--- src/passive_reply_address_parser_defines.svh ---
// Assertion macros shared by the parser RTL.
`ifndef PASSIVE_REPLY_ADDRESS_PARSER_DEFINES_SVH
`define PASSIVE_REPLY_ADDRESS_PARSER_DEFINES_SVH

// Same-cycle implication, checked outside reset.
`define PRA_ASSERT_NOW(label, ante, cons, msg) \
	label: assert property (@(posedge clk) disable iff (!arst_n) (ante) |-> (cons)) \
		else $error(msg);

// Next-cycle implication, checked outside reset.
`define PRA_ASSERT_NEXT(label, ante, cons, msg) \
	label: assert property (@(posedge clk) disable iff (!arst_n) (ante) |=> (cons)) \
		else $error(msg);

`endif

--- src/pra_pkg.sv ---
package pra_pkg;

	// Fixed reply prefix
	localparam int PREFIX_LEN = 27;
	localparam int NUM_COUNT  = 6;

	localparam logic [7:0] PREFIX_TEXT [PREFIX_LEN] = '{
		"2", "2", "7", " ", "E", "n", "t", "e", "r", "i", "n", "g", " ",
		"P", "a", "s", "s", "i", "v", "e", " ", "M", "o", "d", "e", " ", "("
	};

	localparam logic [7:0] CH_COMMA = ",";
	localparam logic [7:0] CH_CLOSE = ")";
	localparam logic [7:0] CH_ZERO  = "0";
	localparam logic [7:0] CH_NINE  = "9";

	// Result status codes
	localparam logic [2:0] ST_OK         = 3'd0;
	localparam logic [2:0] ST_BAD_PREFIX = 3'd1;
	localparam logic [2:0] ST_INVALID    = 3'd2;
	localparam logic [2:0] ST_TOO_MANY   = 3'd3;
	localparam logic [2:0] ST_TOO_LONG   = 3'd4;
	localparam logic [2:0] ST_TOO_FEW    = 3'd5;
	localparam logic [2:0] ST_OVER_255   = 3'd6;

	typedef enum logic [1:0] {
		PH_PREFIX = 2'd0,
		PH_BODY   = 2'd1,
		PH_DONE   = 2'd2
	} phase_t;

	typedef struct packed {
		logic [7:0] ch;
		logic       first;
		logic       last;
	} char_beat_t;

	typedef struct packed {
		logic [2:0]  status;
		logic [7:0]  host_byte_0;
		logic [7:0]  host_byte_1;
		logic [7:0]  host_byte_2;
		logic [7:0]  host_byte_3;
		logic [15:0] port;
	} res_beat_t;

endpackage

--- src/passive_reply_address_parser.sv ---
// Passive-mode reply parser: takes one character of a reply line per beat and, once the
// line is decided (closing paren, an error, or the end of the line), gives exactly one
// result beat with a status code, four host bytes and the port; host bytes and port read
// zero unless the status is ok. Characters after the decision give nothing until a beat
// with first set starts the next line. A character is taken each cycle char_stall is low:
// the line state is updated and the result register loaded in the cycle the character is
// accepted, so a result shows in the cycle after its deciding character. The single result
// register is the only thing that holds input back: char_stall is high only while a result
// waits and res_stall is high.
`include "passive_reply_address_parser_defines.svh"

module passive_reply_address_parser #(
	parameter int MAX_BODY_LEN = 24
) (
	input  logic                  clk,
	input  logic                  arst_n,
	input  logic                  char_valid,
	output logic                  char_stall,
	input  pra_pkg::char_beat_t   char_beat,
	output logic                  res_valid,
	input  logic                  res_stall,
	output pra_pkg::res_beat_t    res_beat
);
	import pra_pkg::*;

	localparam int BodyW  = $clog2(MAX_BODY_LEN + 1);
	localparam int PosW   = $clog2(PREFIX_LEN + 1);
	localparam int IdxW   = $clog2(NUM_COUNT);

	// Line state
	phase_t             phase_q;
	logic [PosW-1:0]    prefix_pos_q;
	logic [IdxW-1:0]    field_index_q;
	logic [BodyW-1:0]   body_count_q;
	logic [7:0]         nums_q [NUM_COUNT];
	logic               overflow_q;

	// Result register
	logic               res_valid_q;
	res_beat_t          res_q;

	// Next-state and decode signals
	phase_t             cur_phase, nxt_phase;
	logic [PosW-1:0]    cur_pos, nxt_pos;
	logic [IdxW-1:0]    cur_idx, nxt_idx;
	logic [BodyW-1:0]   cur_body, nxt_body, body_inc;
	logic [7:0]         cur_nums [NUM_COUNT];
	logic [7:0]         nxt_nums [NUM_COUNT];
	logic               cur_ovf, nxt_ovf;
	logic               emit;
	logic [2:0]         emit_status;
	logic [11:0]        acc;
	logic               is_digit;
	logic               prefix_hit;
	logic               char_acc;
	res_beat_t          result;

	assign char_acc   = char_valid && !char_stall;
	assign char_stall = res_valid_q && res_stall;
	assign res_valid  = res_valid_q;
	assign res_beat   = res_q;

	// Per-character decode: a first beat starts from a cleared line
	always_comb begin
		cur_phase = char_beat.first ? PH_PREFIX : phase_q;
		cur_pos   = char_beat.first ? '0 : prefix_pos_q;
		cur_idx   = char_beat.first ? '0 : field_index_q;
		cur_body  = char_beat.first ? '0 : body_count_q;
		cur_ovf   = char_beat.first ? 1'b0 : overflow_q;
		for (int i = 0; i < NUM_COUNT; i++) begin
			cur_nums[i] = char_beat.first ? 8'd0 : nums_q[i];
		end

		nxt_phase   = cur_phase;
		nxt_pos     = cur_pos;
		nxt_idx     = cur_idx;
		nxt_body    = cur_body;
		nxt_ovf     = cur_ovf;
		nxt_nums    = cur_nums;
		emit        = 1'b0;
		emit_status = ST_OK;

		prefix_hit = (cur_pos < PosW'(PREFIX_LEN)) &&
			(char_beat.ch == PREFIX_TEXT[cur_pos[$clog2(PREFIX_LEN)-1:0]]);
		is_digit   = (char_beat.ch >= CH_ZERO) && (char_beat.ch <= CH_NINE);
		acc        = 12'({cur_nums[cur_idx], 3'b000}) + 12'({cur_nums[cur_idx], 1'b0})
			+ 12'(char_beat.ch[3:0]);
		body_inc   = cur_body + BodyW'(1);

		unique case (cur_phase)
			PH_PREFIX: begin
				if (!prefix_hit) begin
					emit        = 1'b1;
					emit_status = ST_BAD_PREFIX;
				end else begin
					nxt_pos = cur_pos + PosW'(1);
					if (cur_pos == PosW'(PREFIX_LEN - 1)) begin
						nxt_phase = PH_BODY;
					end
					if (char_beat.last) begin
						emit        = 1'b1;
						emit_status = ST_BAD_PREFIX;
					end
				end
			end
			PH_BODY: begin
				if (char_beat.ch == CH_CLOSE) begin
					emit = 1'b1;
					if (cur_idx < IdxW'(NUM_COUNT - 1)) begin
						emit_status = ST_TOO_FEW;
					end else if (cur_ovf) begin
						emit_status = ST_OVER_255;
					end else begin
						emit_status = ST_OK;
					end
				end else if (cur_body >= BodyW'(MAX_BODY_LEN)) begin
					emit        = 1'b1;
					emit_status = ST_TOO_LONG;
				end else if (!is_digit && char_beat.ch != CH_COMMA) begin
					emit        = 1'b1;
					emit_status = ST_INVALID;
				end else if (!is_digit && cur_idx >= IdxW'(NUM_COUNT - 1)) begin
					emit        = 1'b1;
					emit_status = ST_TOO_MANY;
				end else begin
					if (is_digit) begin
						// accumulate, saturating at 255
						if (acc > 12'd255) begin
							nxt_nums[cur_idx] = 8'd255;
							nxt_ovf           = 1'b1;
						end else begin
							nxt_nums[cur_idx] = acc[7:0];
						end
					end else begin
						nxt_idx = cur_idx + IdxW'(1);
					end
					nxt_body = body_inc;
					if (char_beat.last) begin
						emit        = 1'b1;
						emit_status = (body_inc == BodyW'(MAX_BODY_LEN)) ?
							ST_TOO_LONG : ST_INVALID;
					end
				end
			end
			PH_DONE: begin
			end
			default: begin
			end
		endcase

		if (emit) begin
			nxt_phase = PH_DONE;
		end

		// Result payload, zero unless ok
		result = '0;
		result.status = emit_status;
		if (emit_status == ST_OK) begin
			result.host_byte_0 = nxt_nums[0];
			result.host_byte_1 = nxt_nums[1];
			result.host_byte_2 = nxt_nums[2];
			result.host_byte_3 = nxt_nums[3];
			result.port        = {nxt_nums[4], nxt_nums[5]};
		end
	end

	// Line state registers
	always_ff @(posedge clk or negedge arst_n) begin
		if (!arst_n) begin
			phase_q       <= PH_PREFIX;
			prefix_pos_q  <= '0;
			field_index_q <= '0;
			body_count_q  <= '0;
			overflow_q    <= 1'b0;
			for (int i = 0; i < NUM_COUNT; i++) begin
				nums_q[i] <= 8'd0;
			end
		end else if (char_acc) begin
			phase_q       <= nxt_phase;
			prefix_pos_q  <= nxt_pos;
			field_index_q <= nxt_idx;
			body_count_q  <= nxt_body;
			overflow_q    <= nxt_ovf;
			nums_q        <= nxt_nums;
		end
	end

	// Result valid flag
	always_ff @(posedge clk or negedge arst_n) begin
		if (!arst_n) begin
			res_valid_q <= 1'b0;
		end else if (char_acc && emit) begin
			res_valid_q <= 1'b1;
		end else if (!res_stall) begin
			res_valid_q <= 1'b0;
		end
	end

	// Result payload
	always_ff @(posedge clk) begin
		if (char_acc && emit) begin
			res_q <= result;
		end
	end

	// Checks
	`PRA_ASSERT_NOW(a_err_zero, res_valid_q && res_q.status != ST_OK,
		res_q.host_byte_0 == 8'd0 && res_q.host_byte_1 == 8'd0 &&
		res_q.host_byte_2 == 8'd0 && res_q.host_byte_3 == 8'd0 && res_q.port == 16'd0,
		"error result carries nonzero address or port")
	`PRA_ASSERT_NEXT(a_done_quiet, char_acc && !char_beat.first && phase_q == PH_DONE,
		$stable(res_q) && !$rose(res_valid_q),
		"result produced after the line was decided")
	`PRA_ASSERT_NOW(a_body_state, phase_q == PH_BODY,
		prefix_pos_q == PosW'(PREFIX_LEN) && field_index_q <= IdxW'(NUM_COUNT - 1) &&
		body_count_q <= BodyW'(MAX_BODY_LEN),
		"body state out of range")

endmodule

--- config.mk ---
export PLATFORM = sky130hd
export DESIGN_NAME = passive_reply_address_parser
export DESIGN_NICKNAME = d
export VERILOG_FILES = /design/src/pra_pkg.sv /design/src/passive_reply_address_parser.sv
export VERILOG_INCLUDE_DIRS = /design/src /design/src/src
export SDC_FILE = /design/constraint.sdc
export NUM_CORES = 1
export LEC_CHECK = 0
export BUFFER_PORTS_ARGS = -buffer_cell sky130_fd_sc_hd__buf_2
export CORE_ASPECT_RATIO = 0.9
export CORE_MARGIN = 10
export CORE_UTILIZATION = 50
export CTS_CLUSTER_SIZE = 25
export DETAILED_ROUTE_END_ITERATION = 10
export GPL_TIMING_DRIVEN = 0
export PLACE_DENSITY = 0.78
export SYNTH_ARGS = -nofsm -noshare
export SYNTH_HDL_FRONTEND = slang
export SYNTH_SLANG_ARGS = --single-unit
--- constraint.sdc ---
create_clock -name clk -period 6.85 [get_ports clk]
set_clock_uncertainty 0.05 [all_clocks]
set_input_delay 0.3425 -clock clk [delete_from_list [all_inputs] [get_ports clk]]
set_output_delay 0.3425 -clock clk [all_outputs]
set_load 0.1 [all_outputs]
==> results of run 1 <==
## path summary, 6_finish.rpt
kind | slack [ns] | end | from
worst max-delay path | 0.74 | res_beat[22] | field_index_q[0]
worst min-delay path | -0.03 | nums_q[40] | arst_n
worst max register to register | 0.74 | res_beat[22] | field_index_q[0]
worst min register to register | 0.44 | nums_q[1] | nums_q[1]
max in group asynchronous | 6.20 | res_valid | arst_n
min in group clk | 0.25 | res_valid | res_stall
## through the flow
step / hold slack (ns) / util (%) / instances / power [W]
after floorplan: -0.00309 / - / 738 / 0.00110
after global placement: 0.410 / 54.6 / 996 / 0.00117
after detailed placement: 0.423 / 54.8 / 997 / 0.00118
after CTS: 0.0106 / 59.0 / 1029 / 0.00205
after global routing: 0.0548 / 59.0 / 1029 / 0.00210
final: -0.0318 / 59.0 / 1029 / 0.00205
## cells in the final DEF (no fill, tap or decap), types with 8 or more instances in the layout
cell / netlist / routed
a21oi_1: 22 / 22
a31oi_1: 9 / 9
and3_1: 43 / 43
buf_2: 12 / 76
buf_6: 8 / 8
clkbuf_1: 27 / 32
clkbuf_16: 0 / 17
dfrtp_1: 65 / 65
edfxtp_1: 51 / 51
ha_1: 22 / 22
inv_1: 23 / 22
mux2i_1: 12 / 12
nand2_1: 113 / 113
nand2b_1: 11 / 11
nand3_1: 10 / 10
nor2_1: 38 / 38
nor2b_1: 15 / 15
nor3_1: 13 / 13
o21ai_0: 98 / 98
o2bb2ai_1: 15 / 15
xnor2_1: 8 / 8
## final cells by class
type / count / area [sq um] / area share, %
plain buffers: 50 / 267 / 3.25
repair buffers: 66 / 348 / 4.24
multi-input cells: 549 / 3520 / 42.9
well taps: 193 / 241 / 2.95
inverters: 23 / 86.3 / 1.05
flip-flops and latches: 116 / 3160 / 38.5
clock inverters: 10 / 135 / 1.65
clock buffers: 22 / 444 / 5.42
## sequential cells by signal, summed over array words and instances (netlist names)
name	flops
overflow_q	1
res_beat	51
res_valid	1
nums_q	48
body_count_q	5
phase_q	2
prefix_pos_q	5
field_index_q	3
## cell families (layout without fill, tap and decap cells)
group	count (synthesis)	in the layout
AND/OR/NAND/NOR	291	291
AO/OA/AOI/OAI	201	201
flip-flops	116	116
buffers and inverters	73	171
adder cells (fa/ha/maj)	24	24
multiplexers	23	23
XOR/XNOR	10	10
## layer usage
layer  up-vias  track usage (%)  wire length, um
li1       2870                -                -
met1      3071             28.4             8780
met2       391             31.0             9130
met3        42             5.62             2190
met4         0             6.69              431
met5         -                0                0
## critical path: stages, from the launching register on
cell       delay [ns]
dfrtp_1          0.31
clkbuf_1         0.29
buf_1            0.58
clkbuf_1         0.60
mux2_2           0.43
a21oi_1          0.27
o22ai_1          0.15
inv_1            0.09
fa_1             0.46
fa_1             0.47
nor2b_1          0.18
o221ai_1         0.21
nand4bb_1        0.28
a21o_1           0.28
a21oi_1          0.26
clkbuf_1         0.42
o21ai_0          0.26
and3_1           0.25
## cell usage after synthesis (all sizes together), types with 3 or more instances
cell     number  area, sq um
and3         43          269
nand2b       11         68.8
clkbuf       27          101
dfrtp        65         1630
nand4         6         37.5
inv          23         86.3
nor2b        15         93.8
a21oi        22          110
nor4          5         46.3
a31oi         9         56.3
mux2i        12          120
mux2          5         56.3
a211oi        8         65.1
o211ai        3         22.5
nor2         38          143
ha           22          275
edfxtp       51         1530
nand3        10         50.1
or4           4         33.8
or3           3         23.8
and2          6         37.5
a22oi         3         22.5
nand2       113          424
nor3b         7         52.6
xnor2         8         70.1
a221oi        3         26.3
mux4          6          135
o2111ai       3         32.5
or2           7         43.8
o21ai       101          505
nor3         14         75.1
o21a          3         22.5
buf          23          165
o2bb2ai      15          131
o31a          3         26.3
## where the power goes
group | internal [W] | leakage (nW) | total (W) | switching, W
clock | 0.000569 | 0.282 | 0.000887 | 0.000318
sequential | 0.000767 | 1.41 | 0.000776 | 0.00000910
combinational | 0.0000533 | 1.74 | 0.000392 | 0.000339
==> impl_summary.txt, run 1 <==
----------------------------------------------------
[Clock network]
  Hold_buf cts ... 0
  Clock Sink Count ... ~120
  Cts bufs inserted ... 17
  Setup bufs post-CTS ... 0
  Number of H-tree branching levels ... 4
  Post-CTS clock slew at the launch and capture registers of the worst setup and hold paths ... roughly 0.050 ns
  Buffer levels on the longest clock path ... 2
  CTS tree ... built
  Count of instances resized after the clock tree is built ... 0
  Clock network latency to the later pin of the worst-skew pair ... 0.42 ns
  Clock root buffer master ... clkbuf_16

[Yosys]
  Number of enable flip-flop cells after synthesis ... 51
  Dominant combinational cell family by area after synthesis ... simple AND/OR/NAND/NOR gates
  Net count of the mapped netlist ... a little under 800
  Simple logic cell fraction of the synthesized area ... a little over a fifth
  Ys async rst share ... roughly 56%
  Multiplexer area fraction after synthesis ... 4.43%
  Main synth FF type ... dfrtp_1
  Number of distinct library cells after synthesis ... 78
  Share of synthesized cell area in full adder, half adder and majority cells ... 4.49%
  Yosys warns ... 0
  Post-synthesis instance area ... between 7000 and 8000 sq um
  Synthesized flop and latch total ... about 120
  Synthesized area per cell ... between 9 and 10 sq um
  Fraction of the yosys area taken by sequential cells ... around 45%
  Cell count after synthesis ... roughly 740
  Post-Synth XOR/XNOR Area ... ~1.2%
  Compound-Gate Fraction of Synth Area ... a little under a fifth

[STA]
  Worst slew pin tran ... between 0.9 and 1 ns
  Final hold viol count ... 17
  Final Slew Violations ... 0
  TNS Setup ... 0 ns
  Worst max-slew margin expressed relative to the limit ... between 30% and 40%
  Max Clock Freq ... ~160 MHz
  Unrepaired setup endpoints after global routing ... false
  Worst Setup Slack, final ... about 0.74 ns
  Shortest clock period the worst path allows after layout ... 6.11 ns
  Count of final setup violators ... 0
  Worst hold-check slack ... -0.0318 ns
  Post-route clock period utilization ... approximately nine tenths

[Detailed routing]
  Detailed router's first-iteration violation count ... slightly below 800
  ANT nets after route ... 0
  Number of vias per cell after detailed routing ... a little over 6
  Total number of vias ... 6374
  Detailed-routing iteration count for the pre-antenna-repair pass ... 7
  Detailed-route wire length ... a little over 20 mm
  Average routed wire per standard cell ... between 15 and 20 um
  Number of DRC violations after detailed routing ... 0

[Place]
  Placer's final routability congestion estimate ... 1.01
  Half-perimeter wire length after detailed placement ... ~15 mm
  DP Area ... between 7000 and 8000 sq um
  Worst setup slack after placement ... approximately 0.84 ns
  Port Buffers ... 65

[Cells and area]
  NumNets Final ... approximately 860
  Share of final-layout standard cells stronger than drive strength 1 ... between 15 and 20%
  Final instance area ... between 8000 and 9000 sq um
  Number of filler instances in the final layout ... ~1200
  Diode count ... 0
  Layout overhead on the synthesized area ... 16.6%

[Critical path]
  CP Capture Type ... flip-flop
  Req. time, crit path ... around 7.0 ns
  Worst setup path category ... reg -> reg
  Logic depth of the worst register-to-register path ... 17
  Crit path launch type ... flip-flop
  Critical path peak fanout ... 10
  CP arrival ... ~6.2 ns

[Hold path]
  Class of the worst hold path ... in -> async

[Floorplanning]
  Die boundary height ... ~130 um
  Die footprint ... 19200 sq um
  Starting utilization of the core area ... 50.6%
  Row Count ... 41
  Area inside the core boundary ... roughly 14000 sq um
  I/O Pins ... 67
  Die extent in x ... 145 um

[Global route]
  Wire length of the first global-routing pass ... 32.3 mm
  Number of antenna violations at the first check in global routing ... 0
  Via count of the first global-routing pass ... ~5800
  Residual overflow from global routing ... 0
  Maximum number of pins on one net before global-route repair ... 66
  Combined global-route utilization of all metal layers ... about a fifth

[Pwr]
  Power density over the cells ... about 250 nW/um^2
  Total leakage power ... about 3.4 nW
  Peak supply drop ... 0.176 mV

[Outcome]
  Run status ... finished, violations left
  Failing checks ... hold timing

[Job]
  Max capacitance violation total ... 0

----------------------------------------------------
Note: power is estimated with default switching activity, not from simulation.
==> inputs of run 2 (changes only) <==
Settings changed: CORE_UTILIZATION 50 to 26, PLACE_DENSITY 0.78 to not set, PLACE_DENSITY_LB_ADDON set to 0.1.
==> impl_summary.txt, run 2 (synthesis gave the netlist of run 1 again) <==
----------------------------------------------------
[Floorplanning]
  Starting utilization of the core area ... 26.2% (was 50.6%)
  Row Count ... 57 (was 41)
  Die footprint ... 34000 sq um (was 19200 sq um)
  Die extent in x ... 193 um (was 145 um)
  Area inside the core boundary ... 26800 sq um (was 13900 sq um)
  I/O Pins ... 67 (unchanged)
  Die boundary height ... 176 um (was 132 um)

[Place]
  DP Area ... 7850 sq um (was 7620 sq um)
  Port Buffers ... 65 (unchanged)
  Worst setup slack after placement ... 0.551 ns (was 0.839 ns)
  Placer's final routability congestion estimate ... 0.818 (was 1.01)
  Half-perimeter wire length after detailed placement ... 17.2 mm (was 14.6 mm)

[Cells and area]
  Most common library cell in the layout ignoring fill and taps ... nand2_1 (unchanged)
  Final instance area ... 8430 sq um (was 8200 sq um)
  Diode count ... 0 (unchanged)
  Flip-flop count of the largest register, all copies and words added ... 51 (unchanged)
  Number of filler instances in the final layout ... 2851 (was 1188)
  Share of final-layout standard cells stronger than drive strength 1 ... 17.9% (was 17.7%)
  NumNets Final ... 863 (was 861)
  Layout overhead on the synthesized area ... 19.9% (was 16.6%)
  Commonest cells after routing, fill and taps aside ... nand2_1, o21ai_0, buf_2 (unchanged)

[STA]
  Shortest clock period the worst path allows after layout ... 6.14 ns (was 6.11 ns)
  Worst slew pin tran ... 1.17 ns (was 0.914 ns)
  Final Slew Violations ... 0 (unchanged)
  Worst Setup Slack, final ... 0.714 ns (was 0.744 ns)
  Max Clock Freq ... 163 MHz (was 164 MHz)
  Worst hold-check slack ... 0.220 ns (was -0.0318 ns)
  Post-route clock period utilization ... 89.6% (was 89.1%)
  Final hold viol count ... 0 (was 17)
  Worst max-slew margin expressed relative to the limit ... 22.0% (was 38.8%)
  TNS Setup ... 0 ns (unchanged)
  Unrepaired setup endpoints after global routing ... false (unchanged)
  Count of final setup violators ... 0 (unchanged)

[Detailed routing]
  Number of DRC violations after detailed routing ... 0 (unchanged)
  Number of vias per cell after detailed routing ... 4.85 (was 6.19)
  ANT nets after route ... 0 (unchanged)
  Detailed-route wire length ... 23.2 mm (was 20.5 mm)
  Average routed wire per standard cell ... 19.4 um (was 20.0 um)
  Total number of vias ... 5786 (was 6374)
  Detailed-routing iteration count for the pre-antenna-repair pass ... 5 (was 7)
  Detailed router's first-iteration violation count ... 349 (was 792)

[Global route]
  Combined global-route utilization of all metal layers ... 13.5% (was 20.7%)
  Residual overflow from global routing ... 0 (unchanged)
  Maximum number of pins on one net before global-route repair ... 62 (was 66)
  Number of antenna violations at the first check in global routing ... 0 (unchanged)
  Via count of the first global-routing pass ... 5888 (was 5750)
  Wire length of the first global-routing pass ... 36.2 mm (was 32.3 mm)

[Clock network]
  Clock root buffer master ... clkbuf_16 (unchanged)
  CTS tree ... built (unchanged)
  Post-CTS clock slew at the launch and capture registers of the worst setup and hold paths ... 0.06 ns (was 0.05 ns)
  Number of H-tree branching levels ... 4 (unchanged)
  Cts bufs inserted ... 17 (unchanged)
  Buffer levels on the longest clock path ... 2 (unchanged)
  Clock network latency to the later pin of the worst-skew pair ... 0.42 ns (about the same)
  Clock Sink Count ... 116 (unchanged)

[Critical path]
  CP Capture Type ... flip-flop (unchanged)
  Worst setup path category ... reg -> reg (unchanged)
  Critical path peak fanout ... 10 (unchanged)
  Delay of the slowest critical-path stage ... 0.63 ns (was 0.60 ns)
  Req. time, crit path ... 6.97 ns (about the same)
  Crit path launch type ... flip-flop (unchanged)
  Critical path's slowest cell ... a211oi_1 (was clkbuf_1)
  CP arrival ... 6.26 ns (was 6.23 ns)
  Cell repeated most along the worst path ... clkbuf_1 (unchanged)
  Ordered cell list for the critical path ... clkbuf_1 > buf_1 > clkbuf_1 > mux2_2 > a21oi_1 > o22ai_1 > inv_1 > fa_1 > fa_1 > nor2b_1 > o221ai_1 > nand4bb_1 > a211oi_1 > clkbuf_1 > o21ai_0 > and3_1 (was clkbuf_1 > buf_1 > clkbuf_1 > mux2_2 > a21oi_1 > o22ai_1 > inv_1 > fa_1 > fa_1 > nor2b_1 > o221ai_1 > nand4bb_1 > a21o_1 > a21oi_1 > clkbuf_1 > o21ai_0 > and3_1)

[Hold path]
  Class of the worst hold path ... in -> async (unchanged)

[Pwr]
  Total leakage power ... 3.44 nW (was 3.43 nW)
  Final Total Pwr ... 0.00204 W (was 0.00205 W)
  Power density over the cells ... 242 nW/um^2 (was 251 nW/um^2)
  Peak supply drop ... 0.146 mV (was 0.176 mV)

[Job]
  Max capacitance violation total ... 0 (unchanged)

[Outcome]
  Run status ... complete, no violations (was finished, violations left)

----------------------------------------------------
[run 2: layer usage]
| layer | vias to the layer above | part of all wire, % | track usage, % |
|---|---|---|---|
| li1 | 2872 | - | - |
| met1 | 2786 | 52 | 19.7 |
| met2 | 113 | 42 | 19.4 |
| met3 | 15 | 3.9 | 2.88 |
| met4 | 0 | 1.4 | 3.81 |
| met5 | - | 0 | 0 |
[run 2: cell type report]
class | instances | area [sq um] | area share (%)
Multi-Input combinational cell | 549 | 3520 | 41.7
Tap cell | 354 | 443 | 5.26
Buffer | 50 | 267 | 3.16
Clock inverter | 9 | 104 | 1.23
Inverter | 23 | 86.3 | 1.02
Timing Repair Buffer | 68 | 385 | 4.57
Clock buffer | 23 | 468 | 5.55
Sequential cell | 116 | 3160 | 37.5
[run 2: stage by stage]
step           instances  util [%]
2_1_floorplan        738         -
3_3_place_gp        1157      29.1
3_5_place_dp        1159      29.3
4_1_cts             1192      31.4
5_1_grt             1192      31.4
6_report            1192      31.4
[run 2: power breakdown]
part / switching [W] / internal, W
Sequential: 0.00000969 / 0.000767
Clock: 0.000318 / 0.000552
Combinational: 0.000340 / 0.0000553
[run 2: path summary, 6_finish.rpt]
kind	from	endpoint	slack (ns)	cells past startpoint
setup / recovery	field_index_q[0]	res_beat[41]	0.71	16
max in group asynchronous	arst_n	nums_q[3]	5.97	3
setup reg to reg	field_index_q[0]	res_beat[41]	0.71	16
hold / removal	arst_n	prefix_pos_q[3]	0.22	2
min in group clk	res_stall	res_valid	0.26	3
hold reg to reg	nums_q[1]	nums_q[1]	0.44	2
[run 2: timing repair]
action                                 in CTS  in global routing
resized for setup                           0                  0
endpoints found under the hold margin      65                  0
buffers inserted                            0                  0
hold buffers                                1                  0
[run 2: critical path: cells and delay by family (launching register included)]
kind	cells	cell delay, ns
AOI/OAI and AO/OA	5	1.47
adders and majority gates	2	0.93
buffers and inverters	5	2.03
DFF	1	0.32
muxes	1	0.40
and+or+nand+nor	3	0.67
==> inputs of run 3 (changes only) <==
Settings changed: CORE_UTILIZATION 26 to 40.
==> impl_summary.txt, run 3 (synthesis gave the netlist of run 1 again) <==
----------------------------------------------------
[Floorplanning]
  Starting utilization of the core area ... 41.2% (was 26.2%)
  Die extent in x ... 160 um (was 193 um)
  Area inside the core boundary ... 17100 sq um (was 26800 sq um)
  Die boundary height ... 146 um (was 176 um)
  Row Count ... 45 (was 57)
  Die footprint ... 23300 sq um (was 34000 sq um)
  I/O Pins ... 67 (unchanged)

[Cells and area]
  Final instance area ... 8290 sq um (was 8430 sq um)
  Share of final-layout standard cells stronger than drive strength 1 ... 17.9% (about the same)
  Number of filler instances in the final layout ... 1609 (was 2851)
  Register area ... 3160 sq um (unchanged)
  Commonest cells after routing, fill and taps aside ... nand2_1, o21ai_0, buf_2 (unchanged)
  NumNets Final ... 861 (was 863)
  Final Util ... 48.6% (was 31.4%)
  Flip-flop count of the largest register, all copies and words added ... 51 (unchanged)
  Most common library cell in the layout ignoring fill and taps ... nand2_1 (unchanged)
  Multi-input combinational cell area ... 3520 sq um (unchanged)
  Layout overhead on the synthesized area ... 18.0% (was 19.9%)

[STA]
  Post-route clock period utilization ... 90.3% (was 89.6%)
  Shortest clock period the worst path allows after layout ... 6.19 ns (was 6.14 ns)
  Final Slew Violations ... 0 (unchanged)
  Count of final setup violators ... 0 (unchanged)
  Unrepaired setup endpoints after global routing ... false (unchanged)
  Worst slew pin tran ... 1.23 ns (was 1.17 ns)
  Final hold viol count ... 7 (was 0)
  TNS Setup ... 0 ns (unchanged)
  Max Clock Freq ... 162 MHz (was 163 MHz)
  Worst hold-check slack ... -0.0265 ns (was 0.220 ns)
  Worst max-slew margin expressed relative to the limit ... 17.8% (was 22.0%)

[Pwr]
  Total leakage power ... 3.45 nW (was 3.44 nW)
  Peak supply drop ... 0.213 mV (was 0.146 mV)
  Power density over the cells ... 254 nW/um^2 (was 242 nW/um^2)

[Place]
  Half-perimeter wire length after detailed placement ... 15.7 mm (was 17.2 mm)
  Port Buffers ... 65 (unchanged)
  DP Area ... 7670 sq um (was 7850 sq um)
  Placer's final routability congestion estimate ... 0.893 (was 0.818)

[Clock network]
  Cts bufs inserted ... 17 (unchanged)
  Setup bufs post-CTS ... 0 (unchanged)
  Count of instances resized after the clock tree is built ... 0 (unchanged)
  Clock root buffer master ... clkbuf_16 (unchanged)
  Clock network latency to the later pin of the worst-skew pair ... 0.43 ns (was 0.42 ns)
  Clock Sink Count ... 116 (unchanged)
  Buffer levels on the longest clock path ... 2 (unchanged)
  Post-CTS clock slew at the launch and capture registers of the worst setup and hold paths ... 0.05 ns (was 0.06 ns)
  Number of H-tree branching levels ... 4 (unchanged)
  CTS tree ... built (unchanged)
  Hold_buf cts ... 0 (was 1)

[Critical path]
  Critical path peak fanout ... 10 (unchanged)
  Logic depth of the worst register-to-register path ... 17 (was 16)
  Worst setup path category ... reg -> reg (unchanged)
  Req. time, crit path ... 6.96 ns (was 6.97 ns)
  CP Capture Type ... flip-flop (unchanged)
  Crit path launch type ... flip-flop (unchanged)
  CP arrival ... 6.30 ns (was 6.26 ns)

[Outcome]
  Failing checks ... hold timing
  Run status ... finished, violations left (was complete, no violations)

[Detailed routing]
  Detailed-route wire length ... 21.2 mm (was 23.2 mm)
  Number of DRC violations after detailed routing ... 0 (unchanged)
  Total number of vias ... 6099 (was 5786)
  Average routed wire per standard cell ... 19.8 um (was 19.4 um)
  Detailed-routing iteration count for the pre-antenna-repair pass ... 6 (was 5)
  Number of vias per cell after detailed routing ... 5.69 (was 4.85)
  ANT nets after route ... 0 (unchanged)
  Detailed router's first-iteration violation count ... 604 (was 349)

[Global route]
  Number of antenna violations at the first check in global routing ... 0 (unchanged)
  Via count of the first global-routing pass ... 5983 (was 5888)
  Wire length of the first global-routing pass ... 33.4 mm (was 36.2 mm)
  Maximum number of pins on one net before global-route repair ... 66 (was 62)
  Residual overflow from global routing ... 0 (unchanged)
  Combined global-route utilization of all metal layers ... 17.9% (was 13.5%)

[Job]
  Max capacitance violation total ... 0 (unchanged)

[Hold path]
  Class of the worst hold path ... in -> async (unchanged)

----------------------------------------------------
run 3: changes by cell type in the layout (fill, tap and decap cells not counted), sizes merged:
cell	before	now
clkbuf	50	49
buf	90	89
bufinv	2	4
clkinv	5	4
diode	0	1
dlygate4sd3	1	0
run 3: worst max-delay path, cell delays in order (launching register included):
cell and delay (ns):
dfrtp_1 0.32, clkbuf_1 0.31, buf_1 0.54, clkbuf_1 0.60, mux2_2 0.40, a21oi_1 0.25
o22ai_1 0.17, inv_1 0.10, fa_1 0.46, fa_1 0.50, nor2b_1 0.18, o221ai_1 0.19
nand4bb_1 0.27, a211oi_1 0.64, clkbuf_1 0.45, nor2_1 0.08, a21oi_1 0.33, nor3_1 0.09
run 3: area by class of cell:
cell class                      count  share of cell area [%]
Tap cell                          235                    3.55
Multi-Input combinational cell    549                    42.4
Clock inverter                     10                    1.87
Clock buffer                       22                    5.60
Antenna cell                        1                  0.0302
Buffer                             50                    3.21
Inverter                           23                    1.04
Sequential cell                   116                    38.1
Timing Repair Buffer               66                    4.19
run 3: per-layer routing:
layer	global-route usage [%]	wire, um	vias up
li1	-	-	2864
met1	24.3	9980	3003
met2	26.9	9370	206
met3	5.31	1470	26
met4	5.09	348	0
met5	0	0	-
run 3: path summary, 6_finish.rpt:
check | from | slack (ns) | endpoint
setup / recovery | field_index_q[0] | 0.66 | res_beat[15]
hold / removal | arst_n | -0.03 | prefix_pos_q[3]
setup reg to reg | field_index_q[0] | 0.66 | res_beat[15]
hold reg to reg | nums_q[1] | 0.45 | nums_q[1]
max in group asynchronous | arst_n | 6.16 | nums_q[7]
min in group clk | res_stall | 0.26 | res_valid
run 3: per-stage QoR:
stage	cells	total power (W)	setup WS, ns
final	1072	0.00211	0.664
after global routing	1071	0.00217	0.312
after CTS	1071	0.00212	0.856
after detailed placement	1039	0.00118	0.872
after global placement	1038	0.00118	0.901
after floorplan	738	0.00110	2.13
run 3: power by group:
group          total (W)  internal [W]  switching [W]
registers       0.000775      0.000767     0.00000867
logic           0.000391     0.0000533       0.000337
clock network   0.000942      0.000624       0.000318
total            0.00211       0.00144       0.000664
